## src/hdl/framebuffer_blend_fill_engine_core_macros.svh

```systemverilog
// assertion helpers used by the engine's back module
`ifndef FRAMEBUFFER_BLEND_FILL_ENGINE_CORE_MACROS_SVH
`define FRAMEBUFFER_BLEND_FILL_ENGINE_CORE_MACROS_SVH

// cond in a cycle implies prop in the same cycle
`define FBF_ASSERT_NOW(label, clk, rst_n, cond, prop, msg) \
    label: assert property (@(posedge clk) disable iff (!rst_n) (cond) |-> (prop)) \
        else $error(msg);

// cond in a cycle implies prop in the next cycle
`define FBF_ASSERT_NEXT(label, clk, rst_n, cond, prop, msg) \
    label: assert property (@(posedge clk) disable iff (!rst_n) (cond) |=> (prop)) \
        else $error(msg);

`endif

```

## src/hdl/fbf_pkg.sv

```systemverilog
package fbf_pkg;

    localparam int MAX_WIDTH  = 256;
    localparam int MAX_HEIGHT = 256;
    localparam int DEPTH      = MAX_WIDTH * MAX_HEIGHT;
    localparam int XW         = $clog2(MAX_WIDTH);
    localparam int YW         = $clog2(MAX_HEIGHT);
    localparam int AW         = $clog2(DEPTH);

    // signed coordinate width used for clipping and circle offsets
    localparam int CW  = 14;
    localparam int SQW = 2 * CW - 1;

    localparam int CFG_W     = 9;
    localparam int CFG_IDX_W = 1;
    localparam int PIX_W     = 24;

    localparam int QDEPTH = 4;
    localparam int QPW    = $clog2(QDEPTH);
    localparam int QCW    = QPW + 1;

    localparam logic [PIX_W-1:0] WHITE     = 24'hFFFFFF;
    localparam logic [8:0]       ALPHA_MAX = 9'd256;

    localparam logic [CFG_IDX_W-1:0] REG_ACTIVE_WIDTH  = 1'b0;
    localparam logic [CFG_IDX_W-1:0] REG_ACTIVE_HEIGHT = 1'b1;

    localparam logic [2:0] CMD_BLEND_PIXEL  = 3'd0;
    localparam logic [2:0] CMD_BLEND_SQUARE = 3'd1;
    localparam logic [2:0] CMD_BLEND_CIRCLE = 3'd2;
    localparam logic [2:0] CMD_FILL         = 3'd3;
    localparam logic [2:0] CMD_READ_PIXEL   = 3'd4;

    localparam logic [1:0] OP_NOP   = 2'd0;
    localparam logic [1:0] OP_BLEND = 2'd1;
    localparam logic [1:0] OP_FILL  = 2'd2;
    localparam logic [1:0] OP_READ  = 2'd3;

    typedef struct packed {
        logic [2:0]         cmd;
        logic signed [11:0] x_pos;
        logic signed [11:0] y_pos;
        logic [9:0]         size;
        logic [7:0]         red_in;
        logic [7:0]         green_in;
        logic [7:0]         blue_in;
        logic [8:0]         alpha;
    } req_t;

    typedef struct packed {
        logic [7:0] red_out;
        logic [7:0] green_out;
        logic [7:0] blue_out;
        logic       done_res;
    } rsp_t;

    // classified request as handed from front to back
    typedef struct packed {
        logic [1:0]           op;
        logic                 empty;
        logic                 circle;
        logic [XW-1:0]        xs;
        logic [XW-1:0]        xl;
        logic [YW-1:0]        ys;
        logic [YW-1:0]        yl;
        logic signed [CW-1:0] dx0;
        logic signed [CW-1:0] dy0;
        logic [SQW-1:0]       dx0sq;
        logic [SQW-1:0]       dy0sq;
        logic [SQW-1:0]       szsq;
        logic [PIX_W-1:0]     color;
        logic [8:0]           alpha;
    } desc_t;

    typedef struct packed {
        logic           empty;
        logic [QCW-1:0] count;
    } q_status_t;

    typedef struct packed {
        logic clearing;
    } back_status_t;

endpackage

```

## src/hdl/fbf_queue.sv

```systemverilog
module fbf_queue
    import fbf_pkg::*;
(
    input  logic      clk,
    input  logic      rst_n,
    input  logic      push,
    input  desc_t     push_desc,
    input  logic      pop,
    output desc_t     pop_desc,
    output q_status_t status
);

    desc_t          entry_reg [QDEPTH];
    logic [QPW-1:0] wr_ptr_reg;
    logic [QPW-1:0] wr_ptr_next;
    logic [QPW-1:0] rd_ptr_reg;
    logic [QPW-1:0] rd_ptr_next;
    logic [QCW-1:0] count_reg;
    logic [QCW-1:0] count_next;

    always_comb
    begin
        wr_ptr_next = push ? wr_ptr_reg + 1'b1 : wr_ptr_reg;
        rd_ptr_next = pop ? rd_ptr_reg + 1'b1 : rd_ptr_reg;
        case ({push, pop})
            2'b10:   count_next = count_reg + 1'b1;
            2'b01:   count_next = count_reg - 1'b1;
            default: count_next = count_reg;
        endcase
    end

    always_ff @(posedge clk or negedge rst_n)
    begin
        if (!rst_n)
        begin
            wr_ptr_reg <= '0;
            rd_ptr_reg <= '0;
            count_reg  <= '0;
        end
        else
        begin
            wr_ptr_reg <= wr_ptr_next;
            rd_ptr_reg <= rd_ptr_next;
            count_reg  <= count_next;
        end
    end

    always_ff @(posedge clk)
    begin
        if (push)
        begin
            entry_reg[wr_ptr_reg] <= push_desc;
        end
    end

    assign pop_desc     = entry_reg[rd_ptr_reg];
    assign status.empty = (count_reg == '0);
    assign status.count = count_reg;

endmodule

```

## config.mk

```make
export PLATFORM = sky130hd
export DESIGN_NAME = fbf_queue
export DESIGN_NICKNAME = d
export VERILOG_FILES = /design/src/hdl/framebuffer_blend_fill_engine_core_macros.svh /design/src/hdl/fbf_pkg.sv /design/src/hdl/fbf_queue.sv
export SDC_FILE = /design/constraint.sdc
export NUM_CORES = 1
export LEC_CHECK = 0
export BUFFER_PORTS_ARGS = -buffer_cell sky130_fd_sc_hd__buf_2
export CAP_MARGIN = 0
export CORE_AREA = 2 2 244 246
export CTS_BUF_LIST = sky130_fd_sc_hd__clkbuf_4 sky130_fd_sc_hd__clkbuf_8 sky130_fd_sc_hd__clkbuf_16
export DETAILED_ROUTE_END_ITERATION = 8
export DIE_AREA = 0 0 246 248
export HOLD_SLACK_MARGIN = 0.1
export PLACE_DENSITY_LB_ADDON = 0.15
export SLEW_MARGIN = 25
export SYNTH_ARGS = -nofsm -noshare
export SYNTH_HDL_FRONTEND = slang
export SYNTH_SLANG_ARGS = --single-unit
```

## constraint.sdc

```tcl
create_clock -name clk -period 12.3 [get_ports clk]
set_input_delay 0.615 -clock clk [delete_from_list [all_inputs] [get_ports clk]]
set_output_delay 0.615 -clock clk [all_outputs]
set_load 0.05 [all_outputs]
```

=== Word level (Yosys, flattened, before mapping) ===
Memory sizes are Yosys's and may differ from the RTL's.
Cells that the tools add are included.

* Eq/ne operators: 2
* Reductions and logical operators: 2
* $add $sub $neg: 4
* Muxes and demuxes: 3

{| class="wikitable"
|+ Operator list
! kind !! number
|-
| 3-bit case mux with 2 select lines || 1
|-
| 2-bit by 1-bit adder with 2-bit output, second input constant || 2
|-
| 3-bit by 1-bit adder with 3-bit output, second input constant || 1
|-
| 3-bit logical NOT || 1
|-
| 3-bit by 1-bit subtractor with 3-bit output, second input constant || 1
|-
| 2-bit by 1-bit == test with 1-bit output, second input constant || 1
|-
| 2-bit == test, second input constant || 1
|-
| 1-bit 2-to-1 mux || 2
|-
| 2-bit nonzero test || 1
|}

* Flip-flop bits (word level): 7
* Word-level logic and storage cells: 15
* Input bits: 182
* Memory bits (writable): 712
* Memories kept: 1

{| class="wikitable"
|+ Memory list
! memory !! words !! width !! read ports !! clocked after Yosys merged registers in !! wr ports !! RTL line !! RTL
|-
| entry_reg || 4 || 178 || 1 || 0 || 1 || fbf_queue.sv:13 || <nowiki>desc_t entry_reg [QDEPTH];</nowiki>
|}

=== Logic depth before layout (Yosys ltp) ===
* Depth after elaboration: 2
* Gate-level depth with buffers: 7
* Gate-level depth less buffers: 7

=== Worst setup path after synthesis ===
No wires, ideal clock.

* Path kind: register -> register
* Start point: register wr_ptr_reg[0]
* End point: memory entry_reg[0][0] (netlist name) (enable)
* Arrival time: 4677 ps
* Library setup time: 559 ps
* Setup slack: 7064 ps
* Data required time: 11741 ps
* Period minus slack after synthesis: 5236 ps
* Buffers on the path: 0
* Stages on the path, launching flop included: 4
* Cells stage by stage: dfrtp_1 inv_1 ha_1 and2_1

{| class="wikitable"
|+ RTL lines
! what !! RTL line !! RTL
|-
| start, declared || fbf_queue.sv:14 || <nowiki>logic [QPW-1:0] wr_ptr_reg;</nowiki>
|-
| start signal, assigned || fbf_queue.sv:42 || <nowiki>wr_ptr_reg <= wr_ptr_next;</nowiki>
|-
| end, declared || fbf_queue.sv:13 ||
|}

No word-level cell before the write port.

==> metrics <==
Antenna Nets Post-Route=0; Post-CTS Setup Inserts=0; Relative slew margins=33.1%; GP Congestion=0.723; die height=248 um; CP Data Required Time=11.69 ns; Leak=10.6 nW; PortBufs=363; largest net degree at the start of global routing=64; mean area per synthesized cell=27.0 sq um; worst min-delay path class=in2reg; hold_buf cts=1; minimum clock period=5.13 ns; synth warn=0; Cells after Synth=966; peak supply drop=0.191 mV; Horiz. Die Dim=246 um; Switch Pwr=0.00339 W; Initial DRC Count=551; RSZ-0062 raised after global routing=false; Clock Root Buffer=clkbuf_16; Reg2Reg Launch Point=wr_ptr_reg[0]; fill cell count=4522; Max-cap violations=0; total core area=58500 sq um; CP Capture Type=primary output; vias in the first global route=12.2k; share of layout cells above drive strength 1=47.8%; pwr dens=283 nW/um^2; sequential share of power=37.8%; Overflow after GRT=0; first-pass GRT wire length=76200 um; clk sink count=719; die footprint=61000 sq um; GRT Overall Usage=16.9%; synth unique cells=17; utilization after layout=53.4%; endpoints failing hold=0; measured slew at the worst slew-check pin=1.00 ns; max reg flops=712; total negative slack=0 ns; Clock Latency Late Sink=0.60 ns; Net Count, Synth=1154; WP data arrival=4.52 ns; Initial Util=44.6%; H-Tree Level Count=3; Clk pin slew, worst setup/hold paths=0.06 ns; Seq/Total Area, Yosys=82.8%; f_max=195 MHz; flops & latches, synth=719; post-DR wirelength/cell=23.1 um; R2R Path End=entry_reg[3][119]; cts repair resizes=0; Setup Skew=0.0196 ns; top-level I/O count=364; CTS tree=yes; Vias=11.6k; CTS max path bufs=3; Area after DPL=28700 sq um; final setup vio count=0; switching share of power=38.3%; clock share of power=25.1%; post-DR vias/cell=5.21; area added between synthesis and finish=19.8%; combinational power share=37.2%; r2r setup slk=9.21 ns; initial antenna violation count=12; period utilisation layout=41.7%; Int Power=0.00545 W; fin area=31200 sq um; status=finished, final reports clean; WL final=51300 um; Critical Path Source Type=register; Max FO, Critical Path=44; num rows=89; critical path class=reg2out; Net count, final=1572; CP Capture Point=pop_desc[55]; FF-to-FF path depth=4; CP Launch Point=rd_ptr_reg[0]; Post-Synthesis Cell Area=26000 sq um; DR pass1 iterations=5; Slew Viols, Final=0; DP HPWL=31300 um; cts bufs inserted=73; DRC=0
## metal layers
layer	vias to the layer above	global-route usage [%]	part of all wire (%)
li1	5047	-	-
met1	6131	22.1	40
met2	296	26.9	50
met3	86	5.01	7.1
met4	12	6.22	2.2
met5	-	0	0.14
## stage by stage
step / hold slack (ns) / total power [W] / worst slack (ns) / cells
2_1_floorplan: 0.319 / 0.00603 / 7.06 / 966
3_3_place_gp: 0.457 / 0.00673 / 7.58 / 2080
3_5_place_dp: 0.467 / 0.00675 / 7.56 / 2081
4_1_cts: 0.175 / 0.00899 / 6.90 / 2214
5_1_grt: 0.189 / 0.00921 / 6.68 / 2217
6_report: 0.219 / 0.00884 / 7.17 / 2221
## worst max-delay path: stages, from the launching register on
cell     delay [ns]
dfrtp_4        0.68
buf_4          0.72
buf_4          0.74
buf_4          0.80
mux4_2         0.61
buf_2          0.24
## cells in the mapped netlist (all sizes together)
master | count | share of area [%]
and2 | 4 | 0.096
buf | 34 | 0.95
clkbuf | 6 | 0.086
dfrtp | 7 | 0.67
edfxtp | 712 | 82
fa | 1 | 0.077
ha | 5 | 0.24
inv | 6 | 0.086
mux4 | 178 | 15
nand2 | 3 | 0.043
nor2 | 1 | 0.014
nor3 | 1 | 0.019
o21ai | 2 | 0.038
xnor2 | 2 | 0.067
xor2 | 4 | 0.13
## logic make-up (layout without fill, tap and decap cells)
logic type / after synthesis / count (layout) / share of synthesized area [%]
flip-flops: 719 / 719 / 82.8
multiplexers: 178 / 178 / 15.4
buffers and inverters: 46 / 521 / 1.12
AND/OR/NAND/NOR: 9 / 9 / 0.173
adder cells (fa/ha/maj): 6 / 6 / 0.317
XOR/XNOR: 6 / 6 / 0.202
AO/OA/AOI/OAI: 2 / 2 / 0.0384
other: 0 / 7 / 0
## power groups by stage
stage | logic [W] | registers [W] | clock network (W)
finish | 0.00329 | 0.00334 | 0.00222
global route | 0.00346 | 0.00338 | 0.00237
detailed placement | 0.00336 | 0.00340 | 0
global placement | 0.00332 | 0.00341 | 0
CTS | 0.00336 | 0.00335 | 0.00228
floorplan | 0.00261 | 0.00341 | 0
## layout by cell type, fill, tap and decap left out, types with 5 or more instances in the layout
cell type / n
mux4_2: 178
ha_1: 5
clkinv_2: 15
buf_4: 18
clkinv_1: 9
bufinv_16: 7
clkbuf_4: 12
clkbuf_16: 75
dfrtp_1: 5
diode_2: 7
buf_2: 363
inv_1: 6
edfxtp_1: 712
## cell type report
| cell class | instances | area, sq um | share of cell area [%] |
|---|---|---|---|
| clock buffers | 90 | 2010 | 6.43 |
| flip-flops and latches | 719 | 21600 | 69.1 |
| well taps | 773 | 967 | 3.10 |
| inverters | 6 | 22.5 | 0.0721 |
| multi-input cells | 201 | 4210 | 13.5 |
| repair buffers | 383 | 1990 | 6.37 |
| clock inverters | 42 | 440 | 1.41 |
| diodes | 7 | 17.5 | 0.0561 |
## how the worst min path moves through the flow
stage	depth (start not counted)	end	slack (ns)	from
global route	1	entry_reg[2][24]	0.19	push_desc[24]
finish	1	entry_reg[3][33]	0.22	push_desc[33]
detailed placement	1	wr_ptr_reg[0]	0.47	rst_n
global placement	1	wr_ptr_reg[0]	0.46	rst_n
CTS	1	entry_reg[3][4]	0.18	push_desc[4]
floorplan	0	count_reg[0]	0.32	rst_n
Power figures use the tool's default switching activity.
