===== src/hdl/framebuffer_blend_fill_engine_core_macros.svh =====
// assertion helpers used by the engine's back module
`ifndef FRAMEBUFFER_BLEND_FILL_ENGINE_CORE_MACROS_SVH
`define FRAMEBUFFER_BLEND_FILL_ENGINE_CORE_MACROS_SVH

// cond in a cycle implies prop in the same cycle
`define FBF_ASSERT_NOW(label, clk, rst_n, cond, prop, msg) \
    label: assert property (@(posedge clk) disable iff (!rst_n) (cond) |-> (prop)) \
        else $error(msg);

// cond in a cycle implies prop in the next cycle
`define FBF_ASSERT_NEXT(label, clk, rst_n, cond, prop, msg) \
    label: assert property (@(posedge clk) disable iff (!rst_n) (cond) |=> (prop)) \
        else $error(msg);

`endif


===== src/hdl/fbf_pkg.sv =====
package fbf_pkg;

    localparam int MAX_WIDTH  = 256;
    localparam int MAX_HEIGHT = 256;
    localparam int DEPTH      = MAX_WIDTH * MAX_HEIGHT;
    localparam int XW         = $clog2(MAX_WIDTH);
    localparam int YW         = $clog2(MAX_HEIGHT);
    localparam int AW         = $clog2(DEPTH);

    // signed coordinate width used for clipping and circle offsets
    localparam int CW  = 14;
    localparam int SQW = 2 * CW - 1;

    localparam int CFG_W     = 9;
    localparam int CFG_IDX_W = 1;
    localparam int PIX_W     = 24;

    localparam int QDEPTH = 4;
    localparam int QPW    = $clog2(QDEPTH);
    localparam int QCW    = QPW + 1;

    localparam logic [PIX_W-1:0] WHITE     = 24'hFFFFFF;
    localparam logic [8:0]       ALPHA_MAX = 9'd256;

    localparam logic [CFG_IDX_W-1:0] REG_ACTIVE_WIDTH  = 1'b0;
    localparam logic [CFG_IDX_W-1:0] REG_ACTIVE_HEIGHT = 1'b1;

    localparam logic [2:0] CMD_BLEND_PIXEL  = 3'd0;
    localparam logic [2:0] CMD_BLEND_SQUARE = 3'd1;
    localparam logic [2:0] CMD_BLEND_CIRCLE = 3'd2;
    localparam logic [2:0] CMD_FILL         = 3'd3;
    localparam logic [2:0] CMD_READ_PIXEL   = 3'd4;

    localparam logic [1:0] OP_NOP   = 2'd0;
    localparam logic [1:0] OP_BLEND = 2'd1;
    localparam logic [1:0] OP_FILL  = 2'd2;
    localparam logic [1:0] OP_READ  = 2'd3;

    typedef struct packed {
        logic [2:0]         cmd;
        logic signed [11:0] x_pos;
        logic signed [11:0] y_pos;
        logic [9:0]         size;
        logic [7:0]         red_in;
        logic [7:0]         green_in;
        logic [7:0]         blue_in;
        logic [8:0]         alpha;
    } req_t;

    typedef struct packed {
        logic [7:0] red_out;
        logic [7:0] green_out;
        logic [7:0] blue_out;
        logic       done_res;
    } rsp_t;

    // classified request as handed from front to back
    typedef struct packed {
        logic [1:0]           op;
        logic                 empty;
        logic                 circle;
        logic [XW-1:0]        xs;
        logic [XW-1:0]        xl;
        logic [YW-1:0]        ys;
        logic [YW-1:0]        yl;
        logic signed [CW-1:0] dx0;
        logic signed [CW-1:0] dy0;
        logic [SQW-1:0]       dx0sq;
        logic [SQW-1:0]       dy0sq;
        logic [SQW-1:0]       szsq;
        logic [PIX_W-1:0]     color;
        logic [8:0]           alpha;
    } desc_t;

    typedef struct packed {
        logic           empty;
        logic [QCW-1:0] count;
    } q_status_t;

    typedef struct packed {
        logic clearing;
    } back_status_t;

endpackage


===== src/hdl/fbf_front.sv =====
module fbf_front
    import fbf_pkg::*;
(
    input  logic                 clk,
    input  logic                 rst_n,
    input  logic                 accept,
    input  req_t                 req,
    input  logic                 wr_en,
    input  logic [CFG_IDX_W-1:0] wr_index,
    input  logic [CFG_W-1:0]     wr_data,
    input  q_status_t            q_status,
    output logic                 full,
    output logic                 push,
    output desc_t                push_desc
);

    logic [CFG_W-1:0] width_reg;
    logic [CFG_W-1:0] width_next;
    logic [CFG_W-1:0] height_reg;
    logic [CFG_W-1:0] height_next;

    logic  s1_valid_reg;
    logic  s2_valid_reg;
    desc_t s1_desc_reg;
    desc_t s1_desc_next;
    logic [9:0] s1_size_reg;
    desc_t s2_desc_reg;
    desc_t s2_desc_next;

    logic signed [CW-1:0] x0;
    logic signed [CW-1:0] y0;
    logic signed [CW-1:0] sz_s;
    logic signed [CW-1:0] w_lim;
    logic signed [CW-1:0] h_lim;
    logic signed [CW-1:0] span;
    logic signed [CW-1:0] xa;
    logic signed [CW-1:0] xb;
    logic signed [CW-1:0] ya;
    logic signed [CW-1:0] yb;
    logic signed [CW-1:0] xs;
    logic signed [CW-1:0] xe;
    logic signed [CW-1:0] ys;
    logic signed [CW-1:0] ye;
    logic signed [CW-1:0] xl_full;
    logic signed [CW-1:0] yl_full;
    logic signed [CW-1:0] cx;
    logic signed [CW-1:0] cy;
    logic [1:0]           op;
    logic                 circle;
    logic                 fill;

    logic signed [2*CW-1:0] dx_prod;
    logic signed [2*CW-1:0] dy_prod;
    logic [19:0]            sz_prod;
    logic [QCW:0]           occupancy;

    always_comb
    begin
        width_next  = width_reg;
        height_next = height_reg;
        if (wr_en)
        begin
            unique case (wr_index)
                REG_ACTIVE_WIDTH:  width_next  = wr_data;
                REG_ACTIVE_HEIGHT: height_next = wr_data;
                default: ;
            endcase
        end
    end

    // classify the request and clip its box to the canvas
    always_comb
    begin
        x0    = CW'($signed(req.x_pos));
        y0    = CW'($signed(req.y_pos));
        sz_s  = $signed(CW'(req.size));
        w_lim = (CW'(width_reg) > CW'(MAX_WIDTH)) ? $signed(CW'(MAX_WIDTH))
                                                  : $signed(CW'(width_reg));
        h_lim = (CW'(height_reg) > CW'(MAX_HEIGHT)) ? $signed(CW'(MAX_HEIGHT))
                                                    : $signed(CW'(height_reg));
        op     = OP_NOP;
        circle = 1'b0;
        fill   = 1'b0;
        span   = CW'(1);
        unique case (req.cmd)
            CMD_BLEND_PIXEL:  op = OP_BLEND;
            CMD_BLEND_SQUARE:
            begin
                op   = OP_BLEND;
                span = sz_s;
            end
            CMD_BLEND_CIRCLE:
            begin
                op     = OP_BLEND;
                circle = 1'b1;
                span   = sz_s <<< 1;
            end
            CMD_FILL:
            begin
                op   = OP_FILL;
                fill = 1'b1;
            end
            CMD_READ_PIXEL:   op = OP_READ;
            default:          op = OP_NOP;
        endcase

        xa = fill ? '0 : x0;
        xb = fill ? w_lim : x0 + span;
        ya = fill ? '0 : y0;
        yb = fill ? h_lim : y0 + span;
        xs = (xa < 0) ? '0 : xa;
        ys = (ya < 0) ? '0 : ya;
        xe = (xb > w_lim) ? w_lim : xb;
        ye = (yb > h_lim) ? h_lim : yb;
        xl_full = xe - CW'(1);
        yl_full = ye - CW'(1);
        cx = x0 + sz_s;
        cy = y0 + sz_s;

        s1_desc_next        = '0;
        s1_desc_next.op     = op;
        s1_desc_next.empty  = (xs >= xe) || (ys >= ye);
        s1_desc_next.circle = circle;
        s1_desc_next.xs     = xs[XW-1:0];
        s1_desc_next.xl     = xl_full[XW-1:0];
        s1_desc_next.ys     = ys[YW-1:0];
        s1_desc_next.yl     = yl_full[YW-1:0];
        s1_desc_next.dx0    = xs - cx;
        s1_desc_next.dy0    = ys - cy;
        s1_desc_next.color  = {req.red_in, req.green_in, req.blue_in};
        s1_desc_next.alpha  = (req.alpha > ALPHA_MAX) ? ALPHA_MAX : req.alpha;
    end

    // squares of the starting offsets and of the radius
    always_comb
    begin
        dx_prod = $signed(s1_desc_reg.dx0) * $signed(s1_desc_reg.dx0);
        dy_prod = $signed(s1_desc_reg.dy0) * $signed(s1_desc_reg.dy0);
        sz_prod = s1_size_reg * s1_size_reg;
        s2_desc_next       = s1_desc_reg;
        s2_desc_next.dx0sq = dx_prod[SQW-1:0];
        s2_desc_next.dy0sq = dy_prod[SQW-1:0];
        s2_desc_next.szsq  = SQW'(sz_prod);
    end

    // requests in both stages count against the queue so nothing ever stalls
    assign occupancy = (QCW+1)'(q_status.count) + (QCW+1)'(s1_valid_reg)
                     + (QCW+1)'(s2_valid_reg);
    assign full      = (occupancy >= (QCW+1)'(QDEPTH));
    assign push      = s2_valid_reg;
    assign push_desc = s2_desc_reg;

    always_ff @(posedge clk or negedge rst_n)
    begin
        if (!rst_n)
        begin
            width_reg    <= CFG_W'(256);
            height_reg   <= CFG_W'(256);
            s1_valid_reg <= 1'b0;
            s2_valid_reg <= 1'b0;
        end
        else
        begin
            width_reg    <= width_next;
            height_reg   <= height_next;
            s1_valid_reg <= accept;
            s2_valid_reg <= s1_valid_reg;
        end
    end

    always_ff @(posedge clk)
    begin
        if (accept)
        begin
            s1_desc_reg <= s1_desc_next;
            s1_size_reg <= req.size;
        end
        s2_desc_reg <= s2_desc_next;
    end

endmodule


===== config.mk =====
export PLATFORM = sky130hd
export DESIGN_NAME = fbf_front
export DESIGN_NICKNAME = d
export VERILOG_FILES = /design/src/hdl/framebuffer_blend_fill_engine_core_macros.svh /design/src/hdl/fbf_pkg.sv /design/src/hdl/fbf_front.sv
export SDC_FILE = /design/constraint.sdc
export NUM_CORES = 1
export LEC_CHECK = 0
export BUFFER_PORTS_ARGS = -buffer_cell sky130_fd_sc_hd__buf_2
export CAP_MARGIN = 20
export CORE_MARGIN = 1.5
export CORE_UTILIZATION = 60
export CTS_CLUSTER_DIAMETER = 200
export DETAILED_ROUTE_END_ITERATION = 6
export GPL_ROUTABILITY_DRIVEN = 0
export PLACE_DENSITY = 0.78
export SETUP_SLACK_MARGIN = 0.3
export SLEW_MARGIN = 10
export SYNTH_ARGS = -nofsm -noshare
export SYNTH_HDL_FRONTEND = slang
export SYNTH_SLANG_ARGS = --single-unit

===== constraint.sdc =====
create_clock -name clk -period 18.9 [get_ports clk]
set_input_delay 2.835 -clock clk [delete_from_list [all_inputs] [get_ports clk]]
set_output_delay 2.835 -clock clk [all_outputs]
set_load 0.02 [all_outputs]

# Word level (Yosys, flattened, before mapping)
# Cells that the tools add are included.
[word_totals] in_bits=88 output_inout_bits=180 reg_bits=298 wordCells=77
[classes] mux=14 n_lt_le_gt_ge=10 multipliers=3 n_addsub=10 n_bitwise=1 reduce_logical=5 n_eq_ne=4
[ops] operator="$mux W14" count=8
[ops] operator="$mul A14 B14 Y27" count=2
[ops] operator="$ge A14 B14 Y1" count=2
[ops] operator="$gt A14 B10 Y1" count=2
[ops] operator="$lt A14 B1 Y1 const B" count=2
[ops] operator="$sub A14 B13 Y14" count=2
[ops] operator="$gt A9 B9 Y1 const B" count=3
[ops] operator="$add A12 B11 Y13" count=2
[ops] operator="$add A12 B12 Y13" count=2
[ops] operator="$pmux W11 S2" count=1
[ops] operator="$mul A10 B10 Y20" count=1
[ops] operator="$mux W9" count=2
[ops] operator="$sub A8 B2 Y8 const B" count=2
[ops] operator="$eq A3 B2 Y1 const B" count=2
[ops] operator="$pmux W2 S3" count=1
[ops] operator="$add A3 B1 Y4" count=1
[ops] operator="$add A4 B1 Y4" count=1
[ops] operator="$ge A4 B3 Y1 const B" count=1
[ops] operator="$reduce_and A2 Y1" count=2
[ops] operator="$eq A3 B1 Y1 const B" count=1
[ops] operator="$eq A3 B3 Y1 const B" count=1
[ops] operator="$logic_not A3 Y1" count=1
[ops] operator="$reduce_or A3 Y1" count=1
[ops] operator="$mux W1" count=2
[ops] operator="other kinds (2)" count=2

# Longest topological paths before layout
[depth] depth_word=8 ltp_mapped=36 ltp_nobuf=33

# Least setup slack after synthesis
# No wires, ideal clock.
[synth_timing] path_kind="input to register" from="input port req[67] (netlist bit)" to="register s1_desc_reg[175] (netlist bit), data pin" setup_slack_ps=9743 cell_stages=32 setup_time_ps=268 t_required_ps=18632 arrival_time_ps=8889 n_path_buf=3 path_cell_list="buf_2 nor2b_1 clkbuf_1 a21oi_1 or2_2 ha_1 ha_1 a21o_1 a211o_1 xnor2_1 o21ai_0 ha_1 nor2b_1 o21ai_0 nand2_1 a21oi_1 nor2b_1 o21ai_0 or4b_2 ha_1 o31ai_4 buf_6 mux2_2 ha_1 a21o_1 a21o_1 a21oi_1 o21ai_0 a211oi_1 o311ai_1 a31oi_1 o211ai_1"
[synth_lines] element="from (decl)" line="fbf_front.sv:7" source="input req_t req,"
[synth_lines] element="to (signal assigned)" line="fbf_front.sv:175" source="s1_desc_reg <= s1_desc_next;"
[synth_lines] element="to (decl)" line="fbf_front.sv:24" source="desc_t s1_desc_reg;"

==> summary.md <==
| Metric | Value |
|---|---|
| Critical path peak fanout | `13` |
| Max FFs per register | `166` |
| Synth top area share | `29.91%` |
| CTS max path bufs | `3` |
| Multi-input gate area | `0.01809 mm²` |
| Post-Route WL | `58520 µm` |
| Clk_skew | `0.01185 ns` |
| Req. time, crit path | `19.20 ns` |
| Max-slew headroom | `40.93%` |
| Max_cap viols | `0` |
| Layout Utilization | `67.92%` |
| Kind of critical path | `in2reg` |
| Cells on worst reg2reg path | `20` |
| Synth Instances | `2606` |
| Layout cells sized above 1 | `13.06%` |
| Hold Path Stages | `0` |
| Total GRT Usage | `26.08%` |
| Horiz. Die Dim | `216.4 µm` |
| Crit path time final | `9.398 ns` |
| Via/cell ratio | `5.360` |
| F_max | `0.1064 GHz` |
| # DRC | `0` |
| TritonCTS clock tree | `done` |
| Total die area | `0.04681 mm²` |
| Unique masters post-synth | `79` |
| H-Tree Depth | `2` |
| Initial Util | `61.23%` |
| Fin crit share | `49.72%` |
| Hold Startpoint | `s1_desc_reg[9]$_DFFE_PP_` |
| Crit-path max cell delay | `0.62 ns` |
| Worst slew pin tran | `0.8792 ns` |
| CP startpoint kind | `primary input` |
| Vias in the first global route | `19820` |
| Routed Antenna Nets | `0` |
| I/O pin total | `268` |
| First-pass DRT Iterations | `5` |
| Die height | `216.4 µm` |
| Critical path's slowest cell | `or4b_2` |
| RR Endpoint | `push_desc[112]$_DFF_P_` |
| Worst Path Arrival | `9.69 ns` |
| Commonest non-fill, non-tap cell in the layout | `inv_1` |
| Hold Path Class | `reg2reg` |
| Most used DFF post-synth | `dfxtp_1` |
| Yosys synthesis warning count | `0` |
| Dominant cell type by area after synthesis | `fa_1` |
| Leading cell types in the layout, fill and taps excluded | `inv_1, fa_1, ha_1, buf_2, dfxtp_1` |
| GRT overflow | `0` |
| Wire per inst | `16.92 µm` |
| Cts hold-fix bufs | `0` |
| Clock transition at path regs | `0.06 ns` |
| Worst skew pair latency | `0.56 ns` |
| First-pass GRT wire length | `96660 µm` |
| Worst r2r src | `s1_desc_reg[141]$_DFFE_PP_` |
| Clk root buf | `clkbuf_16` |
| Final Hold Fails | `0` |
| Syn Std Cell Area | `0.02731 mm²` |
| Endpoint, Worst Hold | `push_desc[9]$_DFF_P_` |
| Kind of cell adding the most delay to the critical path | `compound AO/OA/AOI/OAI gates` |
| Number of flops mapped to enable cells by yosys | `107` |
| Cts bufs inserted | `35` |
| Hpwl dp | `47660 µm` |
| Vias | `18530` |
| Num rows | `77` |
| Iter 0 DRT Violations | `1089` |
| Number of synthesized register bits | `293` |
| Post-CTS repair timing setup buffer count | `0` |
| Worst path bufs/invs | `1` |
| Post-layout net count | `3588` |
| Area contributors post-synth | `fa_1, dfxtp_1, edfxtp_1, ha_1, inv_1` |
| Syn-to-layout area delta | `10.93%` |
| Initial antenna violation count | `5` |
| Pin count of the biggest net entering global routing | `70` |
| Setup slack, reg-to-reg | `12.01 ns` |
| Register area share after synthesis | `25.77%` |
| # clock sinks | `293` |
| Storage cell area | `0.007039 mm²` |
| Outcome | `complete, no violations` |
| Most frequent CP cell | `ha_1` |
| Total Neg Setup Slack | `0 ns` |
| Core box area | `0.04461 mm²` |
| Syn_area_per_cell | `10.48 µm²` |
| RSZ-0062 raised after global routing | `false` |
| Ys async rst share | `6.826%` |
| I/O Buffers | `256` |
| Setup violators final | `0` |
| CP Capture Type | `flop` |
| Slew Limit Fails | `0` |
| Fillers | `3366` |
| Post-CTS sizing | `0` |
[Yosys cell counts (3+ instances only)]
master	number
inv_1	497
fa_1	408
ha_1	255
dfxtp_1	166
nand2_1	156
and2_1	133
nor2_1	116
xnor2_1	108
edfxtp_1	107
a21oi_1	105
o21ai_0	60
clkbuf_1	56
nor2b_1	43
a21o_1	37
xor2_1	34
nor3_1	28
mux2_2	27
nand2b_1	27
and3_1	24
o21bai_1	19
dfrtp_1	18
nand3_1	15
buf_4	13
a31oi_1	12
mux2i_1	12
o21a_1	11
a22oi_1	10
or3_1	9
nand4_1	8
or2_2	6
o211ai_1	5
a211o_1	4
buf_2	4
nand3b_1	4
o31ai_1	4
a211oi_1	3
a21boi_0	3
nor3b_1	3
o2111ai_1	3
o31a_1	3
[worst max path at each step]
stage                       start                         end  slack, ns  cells after the start
after global placement    req[67]  s1_desc_reg[175]$_DFFE_PP_       9.09                     30
after floorplan           req[67]  s1_desc_reg[175]$_DFFE_PP_       9.74                     32
after detailed placement  req[67]  s1_desc_reg[175]$_DFFE_PP_       9.06                     30
final                     req[67]  s1_desc_reg[175]$_DFFE_PP_       9.50                     30
after global routing      req[67]  s1_desc_reg[175]$_DFFE_PP_       9.06                     30
after CTS                 req[67]  s1_desc_reg[175]$_DFFE_PP_       9.63                     30
[layer usage]
| metal | part of all wire [%] | routed length (µm) | vias up | GRT usage, % |
|---|---|---|---|---|
| li1 | - | - | 8713 | - |
| met1 | 42 | 24690 | 9186 | 34.07 |
| met2 | 49 | 28610 | 500 | 44.13 |
| met3 | 5.6 | 3287 | 129 | 4.421 |
| met4 | 3.2 | 1881 | 6 | 9.051 |
| met5 | 0.063 | 37 | - | 0 |
[through the flow]
| stage | hold slack (ns) | setup WS, ns | instance area [µm²] | std cells |
|---|---|---|---|---|
| after global placement | 0.3243 | 9.093 | 29060 | 3392 |
| after floorplan | 0.3233 | 9.743 | 27350 | 2615 |
| final | 0.3378 | 9.502 | 30300 | 3458 |
| after detailed placement | 0.3269 | 9.056 | 29060 | 3392 |
| after CTS | 0.3359 | 9.627 | 30290 | 3456 |
| after global routing | 0.3452 | 9.062 | 30300 | 3458 |
[area by class of cell]
cell class              count  share of cell area, %
flip-flops and latches    293                  23.24
clock inverters            21                 0.8880
inverters                 498                  6.170
clock buffers              43                  3.172
multi-input cells        1748                  59.71
well taps                 592                  2.445
diodes                      2                0.01652
repair buffers            261                  4.361
[logic make-up after synthesis]
kind of cell	after synthesis	share of synthesized area (%)
buffers and inverters	574	8.113
muxes	40	1.594
xor gates and xnor gates	142	4.554
other	1	0.01373
and+or+nand+nor	587	11.01
AOI/OAI and AO/OA	304	7.271
DFF	293	25.77
adders and majority gates	665	41.67
Power is not shown: default switching activity piles up to over one toggle a cycle in this logic, so the estimate is an artifact.
